### config.mk
export PLATFORM = sky130hd
export DESIGN_NAME = countdown_clock_controller
export DESIGN_NICKNAME = d
export VERILOG_FILES = /design/src/design/ccc_pkg.sv /design/src/design/countdown_clock_controller.sv /design/src/design/ccc_cfg.sv /design/src/design/ccc_core.sv
export SDC_FILE = /design/constraint.sdc
export NUM_CORES = 1
export LEC_CHECK = 0
export BUFFER_PORTS_ARGS = -buffer_cell sky130_fd_sc_hd__buf_2
export CORE_AREA = 3 3 265 267
export CTS_CLUSTER_SIZE = 25
export DETAILED_ROUTE_END_ITERATION = 8
export DIE_AREA = 0 0 268 270
export MAX_ROUTING_LAYER = met4
export SYNTH_ARGS = -nofsm -noshare
export SYNTH_HDL_FRONTEND = slang
export SYNTH_HIERARCHICAL = 1
export SYNTH_SLANG_ARGS = --single-unit
export TNS_END_PERCENT = 30
### constraint.sdc
create_clock -name i_clk -period 6.34 [get_ports i_clk]
set_input_delay 0.317 -clock i_clk [delete_from_list [all_inputs] [get_ports i_clk]]
set_output_delay 0.317 -clock i_clk [all_outputs]
set_load 0.01 [all_outputs]
### src/design/ccc_pkg.sv
// ----------------------------------------------------------------------------
// ccc_pkg
// Types, constants and digit-counter helpers for the countdown clock
// controller. The clock value is kept as minute, second and millisecond
// digit counters.
// ----------------------------------------------------------------------------
package ccc_pkg;

    localparam int unsigned CFG_AW = 4;
    localparam int unsigned CFG_DW = 32;

    localparam logic [21:0] MAX_CLOCK_MS     = 22'd3599999;
    localparam logic [4:0]  MAX_VOLUME       = 5'd30;
    localparam logic [3:0]  BLANK_DIGIT      = 4'd10;
    localparam logic [9:0]  MS_TOP           = 10'd999;

    localparam logic [21:0] RST_DURATION_MS  = 22'd180000;
    localparam logic [11:0] RST_THRESHOLD    = 12'd2048;
    localparam logic [11:0] RST_START_DELAY  = 12'd3500;
    localparam logic [4:0]  RST_VOLUME       = 5'd20;

    // reciprocal of 125 for (x >> 3) / 125, and of 15 for (q >> 2) / 15
    localparam logic [19:0] RECIP_125        = 20'd536871;
    localparam int unsigned RECIP_125_SHIFT  = 26;
    localparam logic [10:0] RECIP_15         = 11'd1093;
    localparam int unsigned RECIP_15_SHIFT   = 14;

    typedef enum logic [1:0] {
        REG_DURATION  = 2'd0,
        REG_THRESHOLD = 2'd1,
        REG_DELAY     = 2'd2,
        REG_VOLUME    = 2'd3
    } t_reg_idx;

    typedef struct packed {
        logic        start_switch;
        logic        dial_button;
        logic [11:0] pulse_sample;
        logic [11:0] direction_sample;
    } t_in;

    typedef struct packed {
        logic [5:0] minutes;
        logic [5:0] seconds;
        logic [3:0] digit_thousands;
        logic [3:0] digit_hundreds;
        logic [3:0] digit_tens;
        logic [3:0] digit_ones;
        logic       running;
        logic       edit_time;
        logic [4:0] volume_level;
        logic       buzzer_pulse;
        logic       start_sound;
        logic       display_changed;
    } t_out;

    typedef struct packed {
        logic [2:0] mt;
        logic [3:0] mo;
        logic [2:0] st;
        logic [3:0] so;
        logic [9:0] ms;
    } t_clk;

    typedef struct packed {
        logic [11:0] threshold;
        logic [11:0] start_delay;
        t_clk        dur_clk;
        logic        vol_load;
        logic [4:0]  vol_value;
        logic        busy;
    } t_cfg;

    localparam t_clk RST_DUR_CLK = '{mt: 3'd0, mo: 4'd3, st: 3'd0, so: 4'd0, ms: 10'd0};
    localparam t_clk ZERO_CLK    = '{mt: 3'd0, mo: 4'd0, st: 3'd0, so: 4'd0, ms: 10'd0};

    function automatic logic clk_secs_zero(input t_clk c);
        return (c.mt == 3'd0) && (c.mo == 4'd0) && (c.st == 3'd0) && (c.so == 4'd0);
    endfunction

    function automatic logic clk_is_zero(input t_clk c);
        return clk_secs_zero(c) && (c.ms == 10'd0);
    endfunction

    function automatic t_clk clk_dec(input t_clk c);
        t_clk r;
        r = c;
        if (c.ms != 10'd0) begin
            r.ms = c.ms - 10'd1;
        end else begin
            r.ms = MS_TOP;
            if (c.so != 4'd0) begin
                r.so = c.so - 4'd1;
            end else begin
                r.so = 4'd9;
                if (c.st != 3'd0) begin
                    r.st = c.st - 3'd1;
                end else begin
                    r.st = 3'd5;
                    if (c.mo != 4'd0) begin
                        r.mo = c.mo - 4'd1;
                    end else begin
                        r.mo = 4'd9;
                        r.mt = c.mt - 3'd1;
                    end
                end
            end
        end
        return r;
    endfunction

    function automatic t_clk clk_add_sec(input t_clk c);
        t_clk r;
        r = c;
        if ((c.mt == 3'd5) && (c.mo == 4'd9) && (c.st == 3'd5) && (c.so == 4'd9)) begin
            r.ms = MS_TOP;
        end else if (c.so != 4'd9) begin
            r.so = c.so + 4'd1;
        end else begin
            r.so = 4'd0;
            if (c.st != 3'd5) begin
                r.st = c.st + 3'd1;
            end else begin
                r.st = 3'd0;
                if (c.mo != 4'd9) begin
                    r.mo = c.mo + 4'd1;
                end else begin
                    r.mo = 4'd0;
                    r.mt = c.mt + 3'd1;
                end
            end
        end
        return r;
    endfunction

    function automatic t_clk clk_sub_sec(input t_clk c);
        t_clk r;
        r = c;
        if (clk_secs_zero(c)) begin
            r = ZERO_CLK;
        end else if (c.so != 4'd0) begin
            r.so = c.so - 4'd1;
        end else begin
            r.so = 4'd9;
            if (c.st != 3'd0) begin
                r.st = c.st - 3'd1;
            end else begin
                r.st = 3'd5;
                if (c.mo != 4'd0) begin
                    r.mo = c.mo - 4'd1;
                end else begin
                    r.mo = 4'd9;
                    r.mt = c.mt - 3'd1;
                end
            end
        end
        return r;
    endfunction

    // tens digit of a value below 60
    function automatic logic [2:0] tens_of(input logic [5:0] v);
        logic [2:0] t;
        if (v >= 6'd50) begin
            t = 3'd5;
        end else if (v >= 6'd40) begin
            t = 3'd4;
        end else if (v >= 6'd30) begin
            t = 3'd3;
        end else if (v >= 6'd20) begin
            t = 3'd2;
        end else if (v >= 6'd10) begin
            t = 3'd1;
        end else begin
            t = 3'd0;
        end
        return t;
    endfunction

    function automatic logic [5:0] times10(input logic [2:0] t);
        return ({3'd0, t} << 3) + ({3'd0, t} << 1);
    endfunction

endpackage

### src/design/countdown_clock_controller.sv
// ----------------------------------------------------------------------------
// countdown_clock_controller
// Millisecond-tick countdown clock with dial edit mode, encoder adjust,
// volume and buzzer pulses.
//
//   channel  direction  payload  handshake
//   in       request    t_in     i_in_valid / o_in_stall
//   out      result     t_out    o_out_valid / i_out_stall
//   cfg      APB write  32 bit   psel / penable / pwrite / pready
//
// One request per cycle while the config is not busy and the result is not
// stalled; each request passes the input register, then the result register
// around one pass of step logic. After a write of the duration register,
// requests stall while the duration is split into digits.
// Synchronous active-low reset; no clearing pass.
// A stalled result holds while the input register still takes one request.
// ----------------------------------------------------------------------------
module countdown_clock_controller
    import ccc_pkg::*;
(
    input  logic              i_clk,
    input  logic              i_rst_n,
    input  logic              i_in_valid,
    output logic              o_in_stall,
    input  t_in               i_in_data,
    output logic              o_out_valid,
    input  logic              i_out_stall,
    output t_out              o_out_data,
    input  logic              psel,
    input  logic              penable,
    input  logic              pwrite,
    input  logic [CFG_AW-1:0] paddr,
    input  logic [CFG_DW-1:0] pwdata,
    output logic [CFG_DW-1:0] prdata,
    output logic              pready
);

    t_cfg cfg;
    t_in  r_in;
    logic r_in_vld;
    t_out r_out;
    logic r_out_vld;
    t_out result;
    logic advance;
    logic in_ready;

    ccc_cfg u_cfg (
        .i_clk   (i_clk),
        .i_rst_n (i_rst_n),
        .psel    (psel),
        .penable (penable),
        .pwrite  (pwrite),
        .paddr   (paddr),
        .pwdata  (pwdata),
        .prdata  (prdata),
        .pready  (pready),
        .o_cfg   (cfg)
    );

    ccc_core u_core (
        .i_clk    (i_clk),
        .i_rst_n  (i_rst_n),
        .i_fire   (advance),
        .i_item   (r_in),
        .i_cfg    (cfg),
        .o_result (result)
    );

    assign advance    = r_in_vld && (!r_out_vld || !i_out_stall);
    assign in_ready   = !cfg.busy && (!r_in_vld || advance);
    assign o_in_stall = !in_ready;

    always_ff @(posedge i_clk) begin
        if (!i_rst_n) begin
            r_in_vld  <= 1'b0;
            r_out_vld <= 1'b0;
        end else begin
            if (i_in_valid && in_ready) begin
                r_in_vld <= 1'b1;
            end else if (advance) begin
                r_in_vld <= 1'b0;
            end
            if (advance) begin
                r_out_vld <= 1'b1;
            end else if (!i_out_stall) begin
                r_out_vld <= 1'b0;
            end
        end
    end

    always_ff @(posedge i_clk) begin
        if (i_in_valid && in_ready) begin
            r_in <= i_in_data;
        end
        if (advance) begin
            r_out <= result;
        end
    end

    assign o_out_valid = r_out_vld;
    assign o_out_data  = r_out;

endmodule

### src/design/ccc_cfg.sv
// ----------------------------------------------------------------------------
// ccc_cfg
// APB register file. Splits the set duration into minute, second and
// millisecond digits over a three-stage pipeline and flags busy meanwhile.
// ----------------------------------------------------------------------------
module ccc_cfg
    import ccc_pkg::*;
(
    input  logic              i_clk,
    input  logic              i_rst_n,
    input  logic              psel,
    input  logic              penable,
    input  logic              pwrite,
    input  logic [CFG_AW-1:0] paddr,
    input  logic [CFG_DW-1:0] pwdata,
    output logic [CFG_DW-1:0] prdata,
    output logic              pready,
    output t_cfg              o_cfg
);

    logic [21:0] r_duration;
    logic [11:0] r_threshold;
    logic [11:0] r_delay;
    logic [4:0]  r_volume;
    logic [1:0]  r_conv_cnt;
    logic        r_vol_load;
    logic [4:0]  r_vol_value;

    logic [11:0] r_s1_q;
    logic [21:0] r_s1_c;
    logic [11:0] r_s2_q;
    logic [9:0]  r_s2_ms;
    logic [5:0]  r_s2_mins;
    t_clk        r_dur_clk;

    logic        wr;
    t_reg_idx    idx;
    logic [21:0] c_clamp;
    logic [38:0] prod1;
    logic [21:0] q_x1000;
    logic [21:0] ms_full;
    logic [20:0] prod2;
    logic [11:0] mins_x60;
    logic [11:0] secs_full;
    logic [5:0]  secs;
    logic [5:0]  mins;
    logic [2:0]  st;
    logic [2:0]  mt;
    logic [5:0]  so_full;
    logic [5:0]  mo_full;
    t_clk        n_dur_clk;

    assign pready = 1'b1;
    assign wr     = psel && penable && pwrite;
    assign idx    = t_reg_idx'(paddr[3:2]);

    always_comb begin
        case (idx)
            REG_DURATION:  prdata = {10'd0, r_duration};
            REG_THRESHOLD: prdata = {20'd0, r_threshold};
            REG_DELAY:     prdata = {20'd0, r_delay};
            REG_VOLUME:    prdata = {27'd0, r_volume};
            default:       prdata = '0;
        endcase
    end

    always_ff @(posedge i_clk) begin
        if (!i_rst_n) begin
            r_duration  <= RST_DURATION_MS;
            r_threshold <= RST_THRESHOLD;
            r_delay     <= RST_START_DELAY;
            r_volume    <= RST_VOLUME;
            r_conv_cnt  <= 2'd0;
            r_vol_load  <= 1'b0;
            r_dur_clk   <= RST_DUR_CLK;
        end else begin
            r_vol_load <= 1'b0;
            if (r_conv_cnt != 2'd0) begin
                r_conv_cnt <= r_conv_cnt - 2'd1;
            end
            if (r_conv_cnt == 2'd1) begin
                r_dur_clk <= n_dur_clk;
            end
            if (wr) begin
                case (idx)
                    REG_DURATION: begin
                        r_duration <= pwdata[21:0];
                        r_conv_cnt <= 2'd3;
                    end
                    REG_THRESHOLD: r_threshold <= pwdata[11:0];
                    REG_DELAY:     r_delay     <= pwdata[11:0];
                    REG_VOLUME: begin
                        r_volume   <= pwdata[4:0];
                        r_vol_load <= 1'b1;
                    end
                    default: ;
                endcase
            end
        end
    end

    always_ff @(posedge i_clk) begin
        r_vol_value <= (pwdata[4:0] > MAX_VOLUME) ? MAX_VOLUME : pwdata[4:0];
    end

    // stage 1: whole seconds by reciprocal of 1000
    assign c_clamp = (r_duration > MAX_CLOCK_MS) ? MAX_CLOCK_MS : r_duration;
    assign prod1   = {20'd0, c_clamp[21:3]} * {19'd0, RECIP_125};

    // stage 2: millisecond remainder and whole minutes
    assign q_x1000 = ({10'd0, r_s1_q} << 10) - ({10'd0, r_s1_q} << 4)
                   - ({10'd0, r_s1_q} << 3);
    assign ms_full = r_s1_c - q_x1000;
    assign prod2   = {11'd0, r_s1_q[11:2]} * {10'd0, RECIP_15};

    // stage 3: seconds and decimal digits
    assign mins_x60  = ({6'd0, r_s2_mins} << 6) - ({6'd0, r_s2_mins} << 2);
    assign secs_full = r_s2_q - mins_x60;
    assign secs      = secs_full[5:0];
    assign mins      = r_s2_mins;
    assign st        = tens_of(secs);
    assign mt        = tens_of(mins);
    assign so_full   = secs - times10(st);
    assign mo_full   = mins - times10(mt);

    always_comb begin
        n_dur_clk.mt = mt;
        n_dur_clk.mo = mo_full[3:0];
        n_dur_clk.st = st;
        n_dur_clk.so = so_full[3:0];
        n_dur_clk.ms = r_s2_ms;
    end

    always_ff @(posedge i_clk) begin
        r_s1_q    <= prod1[RECIP_125_SHIFT+11:RECIP_125_SHIFT];
        r_s1_c    <= c_clamp;
        r_s2_q    <= r_s1_q;
        r_s2_ms   <= ms_full[9:0];
        r_s2_mins <= prod2[RECIP_15_SHIFT+5:RECIP_15_SHIFT];
    end

    always_comb begin
        o_cfg.threshold   = r_threshold;
        o_cfg.start_delay = r_delay;
        o_cfg.dur_clk     = r_dur_clk;
        o_cfg.vol_load    = r_vol_load;
        o_cfg.vol_value   = r_vol_value;
        o_cfg.busy        = (r_conv_cnt != 2'd0);
    end

`ifndef SYNTHESIS
    a_conv_start: assert property (@(posedge i_clk) disable iff (!i_rst_n)
        (wr && idx == REG_DURATION) |=> (r_conv_cnt == 2'd3))
        else $error("duration write did not start conversion");

    a_conv_end: assert property (@(posedge i_clk) disable iff (!i_rst_n)
        (r_conv_cnt == 2'd1 && !wr) |=> (r_conv_cnt == 2'd0 && !o_cfg.busy))
        else $error("conversion did not finish");

    a_dur_digits: assert property (@(posedge i_clk) disable iff (!i_rst_n)
        (r_conv_cnt == 2'd1) |=> (r_dur_clk.mt <= 3'd5 && r_dur_clk.mo <= 4'd9
            && r_dur_clk.st <= 3'd5 && r_dur_clk.so <= 4'd9 && r_dur_clk.ms <= MS_TOP))
        else $error("duration digits out of range");
`endif

endmodule

### src/design/ccc_core.sv
// ----------------------------------------------------------------------------
// ccc_core
// Clock state and the per-tick update: dial, run mode, countdown, buzzer,
// encoder edits. Produces the result for the request being processed.
// ----------------------------------------------------------------------------
module ccc_core
    import ccc_pkg::*;
(
    input  logic i_clk,
    input  logic i_rst_n,
    input  logic i_fire,
    input  t_in  i_item,
    input  t_cfg i_cfg,
    output t_out o_result
);

    t_clk        r_clk;
    t_clk        r_prev;
    logic        r_run;
    logic        r_edit;
    logic        r_dial;
    logic        r_armed;
    logic [4:0]  r_vol;
    logic [11:0] r_start_wait;

    t_clk        n_clk;
    t_clk        n_prev;
    logic        n_run;
    logic        n_edit;
    logic        n_dial;
    logic        n_armed;
    logic [4:0]  n_vol;
    logic [11:0] n_start_wait;

    t_clk        clk_a;
    t_clk        clk_b;
    t_clk        clk_c;
    t_clk        show;
    logic        started;
    logic        buzz;
    logic        changed;
    logic        pulse_hi;
    logic        pulse_lo;
    logic        dir_up;
    logic        dir_dn;
    logic        waiting;
    logic [4:0]  vol_a;

    assign waiting  = (r_start_wait != 12'd0);
    assign pulse_hi = (i_item.pulse_sample >= i_cfg.threshold);
    assign pulse_lo = (i_item.pulse_sample <= i_cfg.threshold);
    assign dir_up   = (i_item.direction_sample >= i_cfg.threshold);
    assign dir_dn   = (i_item.direction_sample <= i_cfg.threshold);

    always_comb begin
        n_clk        = r_clk;
        n_prev       = r_prev;
        n_run        = r_run;
        n_edit       = r_edit;
        n_dial       = r_dial;
        n_armed      = r_armed;
        n_vol        = r_vol;
        n_start_wait = r_start_wait;
        clk_a        = r_clk;
        clk_b        = r_clk;
        clk_c        = r_clk;
        vol_a        = r_vol;
        started      = 1'b0;
        buzz         = 1'b0;
        changed      = 1'b0;

        if (waiting) begin
            n_start_wait = r_start_wait - 12'd1;
        end else begin
            if (!r_dial && i_item.dial_button) begin
                n_dial = 1'b1;
                n_edit = !r_edit;
            end else if (r_dial && !i_item.dial_button) begin
                n_dial = 1'b0;
                clk_a  = i_cfg.dur_clk;
            end

            if (!r_run && i_item.start_switch) begin
                n_run        = 1'b1;
                started      = 1'b1;
                n_start_wait = i_cfg.start_delay;
            end else if (r_run && !i_item.start_switch) begin
                n_run = 1'b0;
            end

            clk_b = clk_a;
            if (n_run && !started && !clk_is_zero(clk_a)) begin
                clk_b = clk_dec(clk_a);
            end

            buzz = (clk_b.mt == 3'd0) && (clk_b.mo == 4'd0) && (clk_b.st == 3'd0)
                && (r_prev.st == 3'd0)
                && (r_prev.so >= 4'd1) && (r_prev.so <= 4'd4)
                && (clk_b.so + 4'd1 == r_prev.so);
            changed = (clk_b != r_prev);
            n_prev  = clk_b;

            clk_c = clk_b;
            vol_a = r_vol;
            if (pulse_hi && !r_armed) begin
                n_armed = 1'b1;
                if (!n_run) begin
                    if (n_edit) begin
                        if (dir_up) begin
                            clk_c = clk_add_sec(clk_c);
                        end
                        if (dir_dn) begin
                            clk_c = clk_sub_sec(clk_c);
                        end
                    end else begin
                        if (dir_up && vol_a < MAX_VOLUME) begin
                            vol_a = vol_a + 5'd1;
                        end
                        if (dir_dn && vol_a > 5'd0) begin
                            vol_a = vol_a - 5'd1;
                        end
                    end
                end
            end else if (pulse_lo && r_armed) begin
                n_armed = 1'b0;
            end
            n_clk = clk_c;
            n_vol = vol_a;
        end
    end

    assign show = waiting ? r_clk : clk_b;

    always_comb begin
        o_result.minutes         = times10(show.mt) + {2'd0, show.mo};
        o_result.seconds         = times10(show.st) + {2'd0, show.so};
        o_result.digit_thousands = (show.mt == 3'd0) ? BLANK_DIGIT : {1'b0, show.mt};
        o_result.digit_hundreds  = (show.mt == 3'd0 && show.mo == 4'd0) ? BLANK_DIGIT
                                 : show.mo;
        o_result.digit_tens      = (show.mt == 3'd0 && show.mo == 4'd0 && show.st == 3'd0)
                                 ? BLANK_DIGIT : {1'b0, show.st};
        o_result.digit_ones      = show.so;
        o_result.running         = waiting ? r_run : n_run;
        o_result.edit_time       = waiting ? r_edit : n_edit;
        o_result.volume_level    = r_vol;
        o_result.buzzer_pulse    = buzz;
        o_result.start_sound     = started;
        o_result.display_changed = changed;
    end

    always_ff @(posedge i_clk) begin
        if (!i_rst_n) begin
            r_clk        <= RST_DUR_CLK;
            r_prev       <= RST_DUR_CLK;
            r_run        <= 1'b0;
            r_edit       <= 1'b0;
            r_dial       <= 1'b0;
            r_armed      <= 1'b0;
            r_vol        <= RST_VOLUME;
            r_start_wait <= 12'd0;
        end else if (i_fire) begin
            r_clk        <= n_clk;
            r_prev       <= n_prev;
            r_run        <= n_run;
            r_edit       <= n_edit;
            r_dial       <= n_dial;
            r_armed      <= n_armed;
            r_vol        <= i_cfg.vol_load ? i_cfg.vol_value : n_vol;
            r_start_wait <= n_start_wait;
        end else if (i_cfg.vol_load) begin
            r_vol <= i_cfg.vol_value;
        end
    end

`ifndef SYNTHESIS
    a_wait_runs: assert property (@(posedge i_clk) disable iff (!i_rst_n)
        (r_start_wait != 12'd0) |-> r_run)
        else $error("start wait outside running mode");

    a_clk_digits: assert property (@(posedge i_clk) disable iff (!i_rst_n)
        r_clk.mt <= 3'd5 && r_clk.mo <= 4'd9 && r_clk.st <= 3'd5
            && r_clk.so <= 4'd9 && r_clk.ms <= MS_TOP)
        else $error("clock digits out of range");

    a_wait_holds: assert property (@(posedge i_clk) disable iff (!i_rst_n)
        (i_fire && waiting && !i_cfg.vol_load) |=>
            ($stable(r_clk) && $stable(r_vol) && $stable(r_edit) && $stable(r_armed)))
        else $error("state moved during start wait");
`endif

endmodule

==> results of run 1 <==
[cells in the final DEF, fill, tap and decap left out, types with 61 or more instances in the layout]
cell type / netlist / final
nand2_1: 263 / 263
xnor2_1: 61 / 61
buf_4: 21 / 140
ha_1: 280 / 261
edfxtp_1: 64 / 64
a21oi_1: 107 / 103
o21ai_0: 84 / 81
mux2i_1: 64 / 64
fa_1: 102 / 97
nor2_1: 113 / 112
inv_1: 264 / 254
buf_2: 5 / 118
dfxtp_1: 198 / 190
[layer usage]
layer,up-vias,part of all wire [%],GRT usage [%],routed length [um]
li1,8097,-,-,-
met4,0,2.8,4.72,1480
met5,-,0,-,0
met2,383,44,22.9,23700
met3,79,5.2,2.39,2780
met1,7564,48,20.5,25500
[Yosys cell counts (9+ instances only)]
cell type  number  area share, %
a21boi_0       15           0.55
nor3_1         40           0.98
mux2i_1        64            3.1
buf_4          21           0.77
clkbuf_1       62            1.1
o21ai_1        13           0.32
inv_1         264            4.9
a31oi_1        19           0.58
xnor2_1        61            2.6
nand3_1        43            1.1
and3_1         10           0.31
dfxtp_1       198             19
or2_2          16           0.49
ha_1          280             17
fa_1          102             10
nor4_1         14           0.43
o211ai_1       16           0.59
a21o_1         18           0.66
o21a_1          9           0.33
o21ai_0        84            2.1
xor2_1         34            1.5
nor2b_1        17           0.52
a211oi_1       12           0.44
a21oi_1       107            2.6
nand4_1        27           0.83
nand2_1       263            4.8
nor2_1        113            2.1
nor3b_1         9           0.33
edfxtp_1       64            9.4
nand2b_1       28           0.86
and2_1         35            1.1
o31ai_1        10           0.37
[power by group]
group	internal [uW]	total [uW]	switching, uW
clock	1210	2010	802
sequential	2020	2220	200
combinational	1510	3640	2130
[cell type report]
cell class | count | area (um2) | area share (%)
inverters | 265 | 997 | 4.04
clock buffers | 40 | 913 | 3.70
diodes | 1 | 2.50 | 0.0101
clock inverters | 22 | 249 | 1.01
flip-flops and latches | 262 | 5900 | 23.9
repair buffers | 301 | 2080 | 8.42
well taps | 882 | 1100 | 4.47
multi-input cells | 1614 | 13400 | 54.4
[metrics by stage]
stage	cells	cell area [um2]	util, %	hold slack [ns]
floorplan	2242	20400	-	0.310
global placement	3275	22700	33.1	0.311
detailed placement	3275	22700	33.1	0.312
CTS	3378	24400	35.8	0.000364
global route	3386	24700	36.1	0.0247
finish	3387	24700	36.1	0.0242
[worst max-delay path: cells and delay by family (launching register included)]
kind / cells / cell delay (ns)
adders and majority gates: 7 / 2.54
AOI/OAI and AO/OA: 8 / 1.68
and+or+nand+nor: 5 / 0.84
buffers and inverters: 7 / 0.77
DFF: 1 / 0.33
xor gates and xnor gates: 1 / 0.14
[flip-flops by register name (all words and copies together), names as in the netlist, 10 cells and up]
register and count:
o_out_data 38, r_in 26, u_cfg/o_cfg 24, u_cfg/r_delay 12, u_cfg/r_duration 22, u_cfg/r_s1_c 10, u_cfg/r_s1_q 12, u_cfg/r_s2_ms 10
u_cfg/r_threshold 12, u_core/r_clk 24, u_core/r_prev 24, u_core/r_start_wait 12
[kinds of logic (layout without fill, tap and decap cells)]
kind of cell | after synthesis | after routing | synth area share [%]
AND/OR/NAND/NOR | 653 | 653 | 15.5
AO/OA/AOI/OAI | 392 | 392 | 12.5
adder cells (fa/ha/maj) | 382 | 382 | 27.2
buffers and inverters | 366 | 628 | 7.34
flip-flops | 262 | 262 | 28.9
XOR/XNOR | 96 | 96 | 4.16
multiplexers | 80 | 80 | 4.35
other | 2 | 12 | 0.0368
[worst paths after layout]
check	from	to	slack, ns	depth (start not counted)
worst min register to register	u_cfg/r_s1_c[0]	u_cfg/r_s2_ms[0]	0.33	0
worst max register to register	u_cfg/r_duration[9]	u_cfg/r_s1_q[11]	-0.03	28
worst min-delay path	pwdata[7]	u_cfg/r_delay[7]	0.02	3
worst max-delay path	u_cfg/r_duration[9]	u_cfg/r_s1_q[11]	-0.03	28
[what timing repair did]
item | 4_1_cts | 5_1_grt
pin swaps | 38 | 46
resized for setup | 47 | 34
buffers inserted | 3 | 8
endpoints found under the setup margin | 7 | 34
hold endpoints to repair | 39 | 0
hold buffers | 39 | 0
==> results.json, run 1 <==
{
  "post-place-ws_ns": -0.361,
  "synthCells": 2233,
  "final_layout_size_suffix_gt1_share_pct": 18.0,
  "start_util_pct": 29.8,
  "end_kind": "flop",
  "leakage_uw": 0.0113,
  "row_count": 96,
  "max-cap-violations": 0,
  "clock_latency_ns": 0.55,
  "syn_area_per_cell_um2": 9.13,
  "grt_pass1_vias": 15747,
  "core_um2": 68300,
  "async_reset_ff_share_pct": 0,
  "ys_ff_latch": 262,
  "crit_required_ns": 6.80,
  "cts_tree": "built",
  "fin_nets": 2929,
  "synth_area_um2": 20400,
  "arrival_ns": 6.84,
  "period_share_pct": 101,
  "timing.fmax_ghz": 0.157,
  "antenna_found_initial": 0,
  "fin_worst_skew_ns": 0.0180,
  "io-pin-count": 142,
  "die_w_um": 268,
  "violations": "setup timing",
  "io_buffers": 118,
  "tightest_slew_ns": 1.20,
  "hp-class": "in -> reg",
  "grt_overflow": 0,
  "tns_ns": -0.0346,
  "synth_cell_types": 101,
  "synthFlopType": "dfxtp_1",
  "startpoint_type": "flop",
  "final_hold_viol_count": 0,
  "grt_util_all_layers_pct": 15.1,
  "synth-edff-count": 64,
  "viasPerCell": 4.76,
  "fill_cells": 6842,
  "powerDensity_nw_per_um2": 319,
  "setup_violations": 1,
  "cts_buffer_depth": 3,
  "fp.dieH_um": 270,
  "crit_path_frequent_cell": "buf_4",
  "syn2layout_area_growth_pct": 21.0,
  "cts-root-buf": "clkbuf_16",
  "ant_nets": 0,
  "slew_viol_final": 0,
  "drtIter0Drc": 987,
  "outcome": "complete, but fails checks",
  "firstDrtPassIters": 5,
  "dpl.hpwl_um": 41700,
  "rsz0062_at_grt": "true",
  "period_needed_ns": 6.37,
  "relSlewSlack_pct": 19.9,
  "peakVddDrop_mv": 0.304,
  "power.total_uw": 7860,
  "grt_max_degree": 58,
  "slowest_stage": "fa_1",
  "critPathKind": "reg -> reg",
  "gp_congestion": 0.892,
  "setup_ws_ns": -0.0346,
  "vias": 16123,
  "cts.sinks": 262,
  "cts_buffers": 34,
  "htreeDepth": 2,
  "synth_warnings": 6,
  "grt_pass1_wl_um": 85200,
  "wl_um": 53400,
  "drc_errors": 0,
  "wl_per_cell_um": 15.8,
  "ys_seq_area_share_pct": 28.9,
  "clk_pin_slew_ns": 0.06,
  "cpPeakStageDelay_ns": 0.53,
  "dieArea_um2": 72400,
  "cp_max_fo": 6
}
Power figures use the tool's default switching activity.
==> inputs of run 2 (changes only) <==
- clock period: 6.34 -> 6.6 ns (I/O delays scaled with it)
==> results.json, run 2 (synthesis results as in run 1) <==
{
  "r2r_cells": 28,
  "drtIter0Drc": 904,
  "dieArea_um2": 72400,
  "fill_cells": 6948,
  "end_kind": "flop",
  "hp-class": "in -> reg",
  "cts_buffers": 30,
  "fp.dieH_um": 270,
  "tightest_slew_ns": 1.10,
  "firstDrtPassIters": 7,
  "final_hold_viol_count": 0,
  "ant_nets": 0,
  "viasPerCell": 4.77,
  "die_w_um": 268,
  "layout_common_cells": "261 x nand2_1, 258 x ha_1, 256 x inv_1",
  "timing.fmax_ghz": 0.153,
  "core_um2": 68300,
  "period_needed_ns": 6.55,
  "syn2layout_area_growth_pct": 20.1,
  "fin_nets": 2920,
  "worstHoldStart": "pwdata[6]",
  "start_util_pct": 29.8,
  "grt_pass1_wl_um": 84800,
  "clock_latency_ns": 0.58,
  "r2r_slack_ns": 0.05,
  "vias": 16110,
  "io-pin-count": 142,
  "leakage_uw": 0.0112,
  "cts_buffer_depth": 3,
  "post-place-ws_ns": -0.287,
  "final_common_cell": "nand2_1",
  "timing.rr.start": "u_cfg/r_duration[2]",
  "cpPeakStageDelay_ns": 0.56,
  "cts.sinks": 262,
  "rsz0062_at_grt": "true",
  "min_to": "u_cfg/r_duration[6]",
  "slowest_stage": "fa_1",
  "final_layout_size_suffix_gt1_share_pct": 17.1,
  "startpoint_type": "flop",
  "diodes": 0,
  "drc_errors": 0,
  "cp_max_fo": 5,
  "period_share_pct": 99.2,
  "grt_max_degree": 62,
  "fin_worst_skew_ns": 0.0149,
  "grt_util_all_layers_pct": 14.9,
  "setup_violations": 0,
  "dpl.hpwl_um": 41400,
  "gp_congestion": 0.916,
  "largest_register_ffs": 38,
  "crit_path_frequent_cell": "fa_1",
  "slew_viol_final": 0,
  "grt_overflow": 0,
  "relSlewSlack_pct": 26.7,
  "r2r_end": "u_cfg/r_s1_q[11]",
  "whs_path_depth": 3,
  "peakVddDrop_mv": 0.243,
  "powerDensity_nw_per_um2": 301,
  "arrival_ns": 7.04,
  "outcome": "complete, no violations",
  "tns_ns": 0,
  "clk_pin_slew_ns": 0.07,
  "wl_per_cell_um": 15.7,
  "setup_ws_ns": 0.0537,
  "antenna_found_initial": 2,
  "grt_pass1_vias": 15686,
  "wl_um": 53100,
  "row_count": 96,
  "max-cap-violations": 0,
  "crit_required_ns": 7.10,
  "cts_tree": "built",
  "critPathKind": "reg -> reg",
  "cts-root-buf": "clkbuf_16",
  "io_buffers": 118,
  "htreeDepth": 1
}
[run 2: area by class of cell]
cell class | count | area [um2] | share of cell area, %
Multi-Input combinational cell | 1614 | 13500 | 55.0
Sequential cell | 262 | 5890 | 24.1
Timing Repair Buffer | 296 | 2050 | 8.39
Tap cell | 882 | 1100 | 4.51
Inverter | 265 | 995 | 4.06
Clock buffer | 40 | 851 | 3.48
Clock inverter | 16 | 120 | 0.491
[run 2: worst max path at each step]
| stage | to | depth (start not counted) | slack [ns] | from |
|---|---|---|---|---|
| 3_5_place_dp | u_cfg/r_s1_q[11] | 31 | -0.29 | u_cfg/r_duration[4] |
| 4_1_cts | u_cfg/r_s1_q[11] | 26 | 0.002 | u_cfg/r_duration[4] |
| 6_report | u_cfg/r_s1_q[11] | 28 | 0.05 | u_cfg/r_duration[2] |
| 3_3_place_gp | u_cfg/r_s1_q[11] | 26 | -0.24 | u_cfg/r_duration[4] |
| 5_1_grt | u_cfg/r_s1_q[11] | 30 | -0.25 | u_cfg/r_duration[2] |
| 2_1_floorplan | u_core/r_clk[21] | 29 | 0.08 | r_in[24] |
[run 2: metrics by stage]
stage	util (%)	hold WS [ns]	cells	area, um2	total power, uW
CTS	35.5	0.0156	3373	24300	7330
finish	35.8	0.0487	3375	24500	7360
global placement	33.1	0.311	3270	22600	5500
floorplan	-	0.310	2242	20400	4590
global route	35.8	0.0340	3375	24500	7970
detailed placement	33.1	0.312	3270	22600	5540
[run 2: per-layer routing]
metal  global-route usage (%)  routed length (um)  vias up
met5                        -                   0        -
met4                     3.11                 971        0
met3                     1.87                2470       65
met2                     23.5               24200      380
met1                     20.5               25500     7564
li1                         -                   -     8101
[run 2: what timing repair did]
item	CTS	global route
buffers inserted	3	2
setup endpoints to repair	6	16
resized for setup	44	30
hold buffers	45	0
cloned	0	0
pin swaps	49	33
endpoints found under the hold margin	48	0
[run 2: power by group]
group,total [uW],internal (uW),leakage (uW),switching [uW]
clock,1650,944,0.000470,708
combinational,3580,1490,0.00850,2090
sequential,2130,1940,0.00222,190
[run 2: critical path, delay by kind of cell (launching register included)]
kind            cells  cell delay [ns]
compound gates     11             2.14
flops               1             0.32
xor+xnor            1             0.12
simple gates        5             0.67
buf+inv             5             0.52
fa+ha+maj           6             2.69
==> inputs of run 3 (changes only) <==
- ABC_AREA: unset -> 1
- CORE_AREA: 3 3 265 267 -> 3 3 273 275
- DIE_AREA: 0 0 268 270 -> 0 0 276 278
- GPL_ROUTABILITY_DRIVEN: unset -> 0
==> results.json, run 3 <==
{
  "ys_seq_area_share_pct": 27.3,
  "crit_family": "adder cells",
  "grt_pass1_vias": 17466,
  "critPathKind": "reg -> reg",
  "viasPerCell": 4.65,
  "wl_per_cell_um": 14.9,
  "wl_met3_um": 3200,
  "relSlewSlack_pct": 30.7,
  "met2_length_um": 25900,
  "slowest_stage": "fa_1",
  "highest_layer": "met4",
  "post_cts_buffers": 0,
  "drc_errors": 0,
  "rsz0062_at_grt": "false",
  "antenna_found_initial": 0,
  "grt_pass1_wl_um": 93500,
  "slew_viol_final": 0,
  "ctsResizeCount": 0,
  "die_w_um": 276,
  "syn_area_per_cell_um2": 7.67,
  "tightest_slew_ns": 1.04,
  "synth_area_um2": 21600,
  "synthCells": 2810,
  "synth_warnings": 6,
  "cts_tree": "built",
  "hp-class": "in -> reg",
  "powerDensity_nw_per_um2": 269,
  "r2r_cells": 25,
  "fin_nets": 3408,
  "period_share_pct": 91.3,
  "final_layout_size_suffix_gt1_share_pct": 9.84,
  "synth_largest_area_cell": "dfxtp_1",
  "r2r_slack_ns": 0.57,
  "arrival_ns": 6.50,
  "timing.rr.start": "u_cfg/r_duration[8]",
  "setup_ws_ns": 0.572,
  "vias": 18305,
  "max-cap-violations": 0,
  "cts.sinks": 262,
  "ys_ff_latch": 262,
  "startpoint_type": "flop",
  "wl_um": 58600,
  "cts-root-buf": "clkbuf_16",
  "dpl.hpwl_um": 46600,
  "m1WireLength_um": 28000,
  "synth-edff-count": 64,
  "io_buffers": 118,
  "synth_most_common_cell": "nand2_1",
  "firstDrtPassIters": 6,
  "final_hold_viol_count": 0,
  "worstHoldStart": "pwdata[9]",
  "fin_worst_skew_ns": 0.0285,
  "cp.buffers_inverters": 6,
  "cp_max_fo": 8,
  "end_kind": "flop",
  "synth_cell_types": 63,
  "outcome": "complete, no violations",
  "final_common_cell": "nand2_1",
  "grt_max_degree": 59,
  "r2r_end": "u_cfg/r_s1_q[7]",
  "htreeDepth": 1,
  "largest_register_ffs": 38,
  "clk_pin_slew_ns": 0.08,
  "period_needed_ns": 6.03,
  "netlist_top_cells_area": "dfxtp_1 18%, ha_1 16%, nand2_1 10%, fa_1 9.5%, edfxtp_1 8.9%",
  "setup_violations": 0,
  "syn2layout_area_growth_pct": 14.1,
  "cpPeakStageDelay_ns": 0.54,
  "cts_buffer_depth": 3,
  "synth.top_cell.area_share_pct": 18.4,
  "grt_util_all_layers_pct": 15.4,
  "timing.fmax_ghz": 0.166,
  "core_um2": 72600,
  "dieArea_um2": 76700,
  "netlist_top_cells_count": "584 x nand2_1, 470 x inv_1, 280 x ha_1, 243 x nor2_1, 198 x dfxtp_1",
  "clock_latency_ns": 0.60,
  "leakage_uw": 0.0123,
  "peakVddDrop_mv": 0.197,
  "crit_required_ns": 7.07,
  "row_count": 99,
  "whs_path_depth": 3,
  "cts_buffers": 29,
  "min_to": "u_cfg/r_duration[9]",
  "drtIter0Drc": 1182,
  "crit_start": "u_cfg/r_duration[8]",
  "async_reset_ff_share_pct": 0,
  "start_util_pct": 29.7,
  "synthFlopType": "dfxtp_1",
  "fp.dieH_um": 278,
  "io-pin-count": 142,
  "grt_overflow": 0,
  "ant_nets": 0,
  "post-place-ws_ns": 0.559,
  "layout_common_cells": "584 x nand2_1, 469 x inv_1, 280 x ha_1",
  "tns_ns": 0
}
-- run 3: cell count changes in the layout (fill, tap and decap cells not counted), sizes merged, moves of 35 or more --
cell and delta:
a21oi +58, nand2 +345, inv +221, xnor2 -39, nand3 +87, mux2i -62
and2 -35, nor2 +150, buf -104, o21ai +81
-- run 3: worst reg2reg max path: stages, from the launching register on --
cell,delay [ns]
dfxtp_1,0.35
o21ai_1,0.27
o22ai_1,0.18
a21oi_2,0.41
inv_2,0.08
nor2_1,0.16
buf_4,0.18
ha_1,0.18
inv_1,0.06
fa_1,0.50
inv_1,0.05
fa_1,0.48
fa_1,0.52
fa_1,0.54
inv_1,0.05
fa_1,0.53
inv_1,0.04
ha_1,0.32
a21oi_1,0.21
o21ai_0,0.14
nand2_1,0.09
nand2_1,0.05
a211oi_1,0.28
nand2_1,0.09
nand2_1,0.06
nand2_1,0.05
-- run 3: worst max-delay path by stage --
stage,depth (start not counted),end
after floorplan,24,u_cfg/r_s1_q[7]
after global placement,24,u_cfg/r_s1_q[7]
after detailed placement,24,u_cfg/r_s1_q[7]
after CTS,24,u_cfg/r_s1_q[7]
after global routing,33,u_core/r_clk[4]
final,25,u_cfg/r_s1_q[7]
-- run 3: metrics by stage --
step / instances / cell area [um2] / hold WS (ns) / utilization (%) / power, uW
after floorplan: 2819 / 21600 / 0.310 / - / 4170
after global placement: 3846 / 23200 / 0.320 / 31.9 / 4880
after detailed placement: 3846 / 23200 / 0.327 / 31.9 / 4910
after CTS: 3938 / 24600 / 0.00862 / 33.9 / 6670
after global routing: 3938 / 24600 / 0.0263 / 33.9 / 7210
final: 3939 / 24600 / 0.0318 / 33.9 / 6620
-- run 3: cells by family after synthesis --
logic type | share of synthesized area [%]
DFF | 27.3
AOI/OAI and AO/OA | 11.2
muxes | 0.139
and+or+nand+nor | 22.3
buffers and inverters | 10.5
other | 0.0348
xor gates and xnor gates | 2.80
adders and majority gates | 25.7
-- run 3: cell type report --
class	count	area, um2
Antenna cell	1	2.50
Tap cell	959	1200
Clock inverter	12	119
Multi-Input combinational cell	1988	13500
Inverter	490	1840
Timing Repair Buffer	186	1200
Sequential cell	262	5890
Clock buffer	41	895
Fill cell	7740	48000
-- run 3: where the power goes --
part           switching, uW  total (uW)  internal (uW)
clock network            723        1710            990
logic                   1850        2940           1090
registers                138        1960           1830
-- run 3: timing repair --
action / 4_1_cts / 5_1_grt
endpoints found under the setup margin: 0 / 0
hold buffers: 39 / 0
hold endpoints to repair: 41 / 0
-- run 3: routing by layer --
layer | global-route usage, % | vias up
met4 | 3.62 | 0
met3 | 2.13 | 92
met1 | 21.1 | 8452
met2 | 24.0 | 441
met5 | - | -
li1 | - | 9320
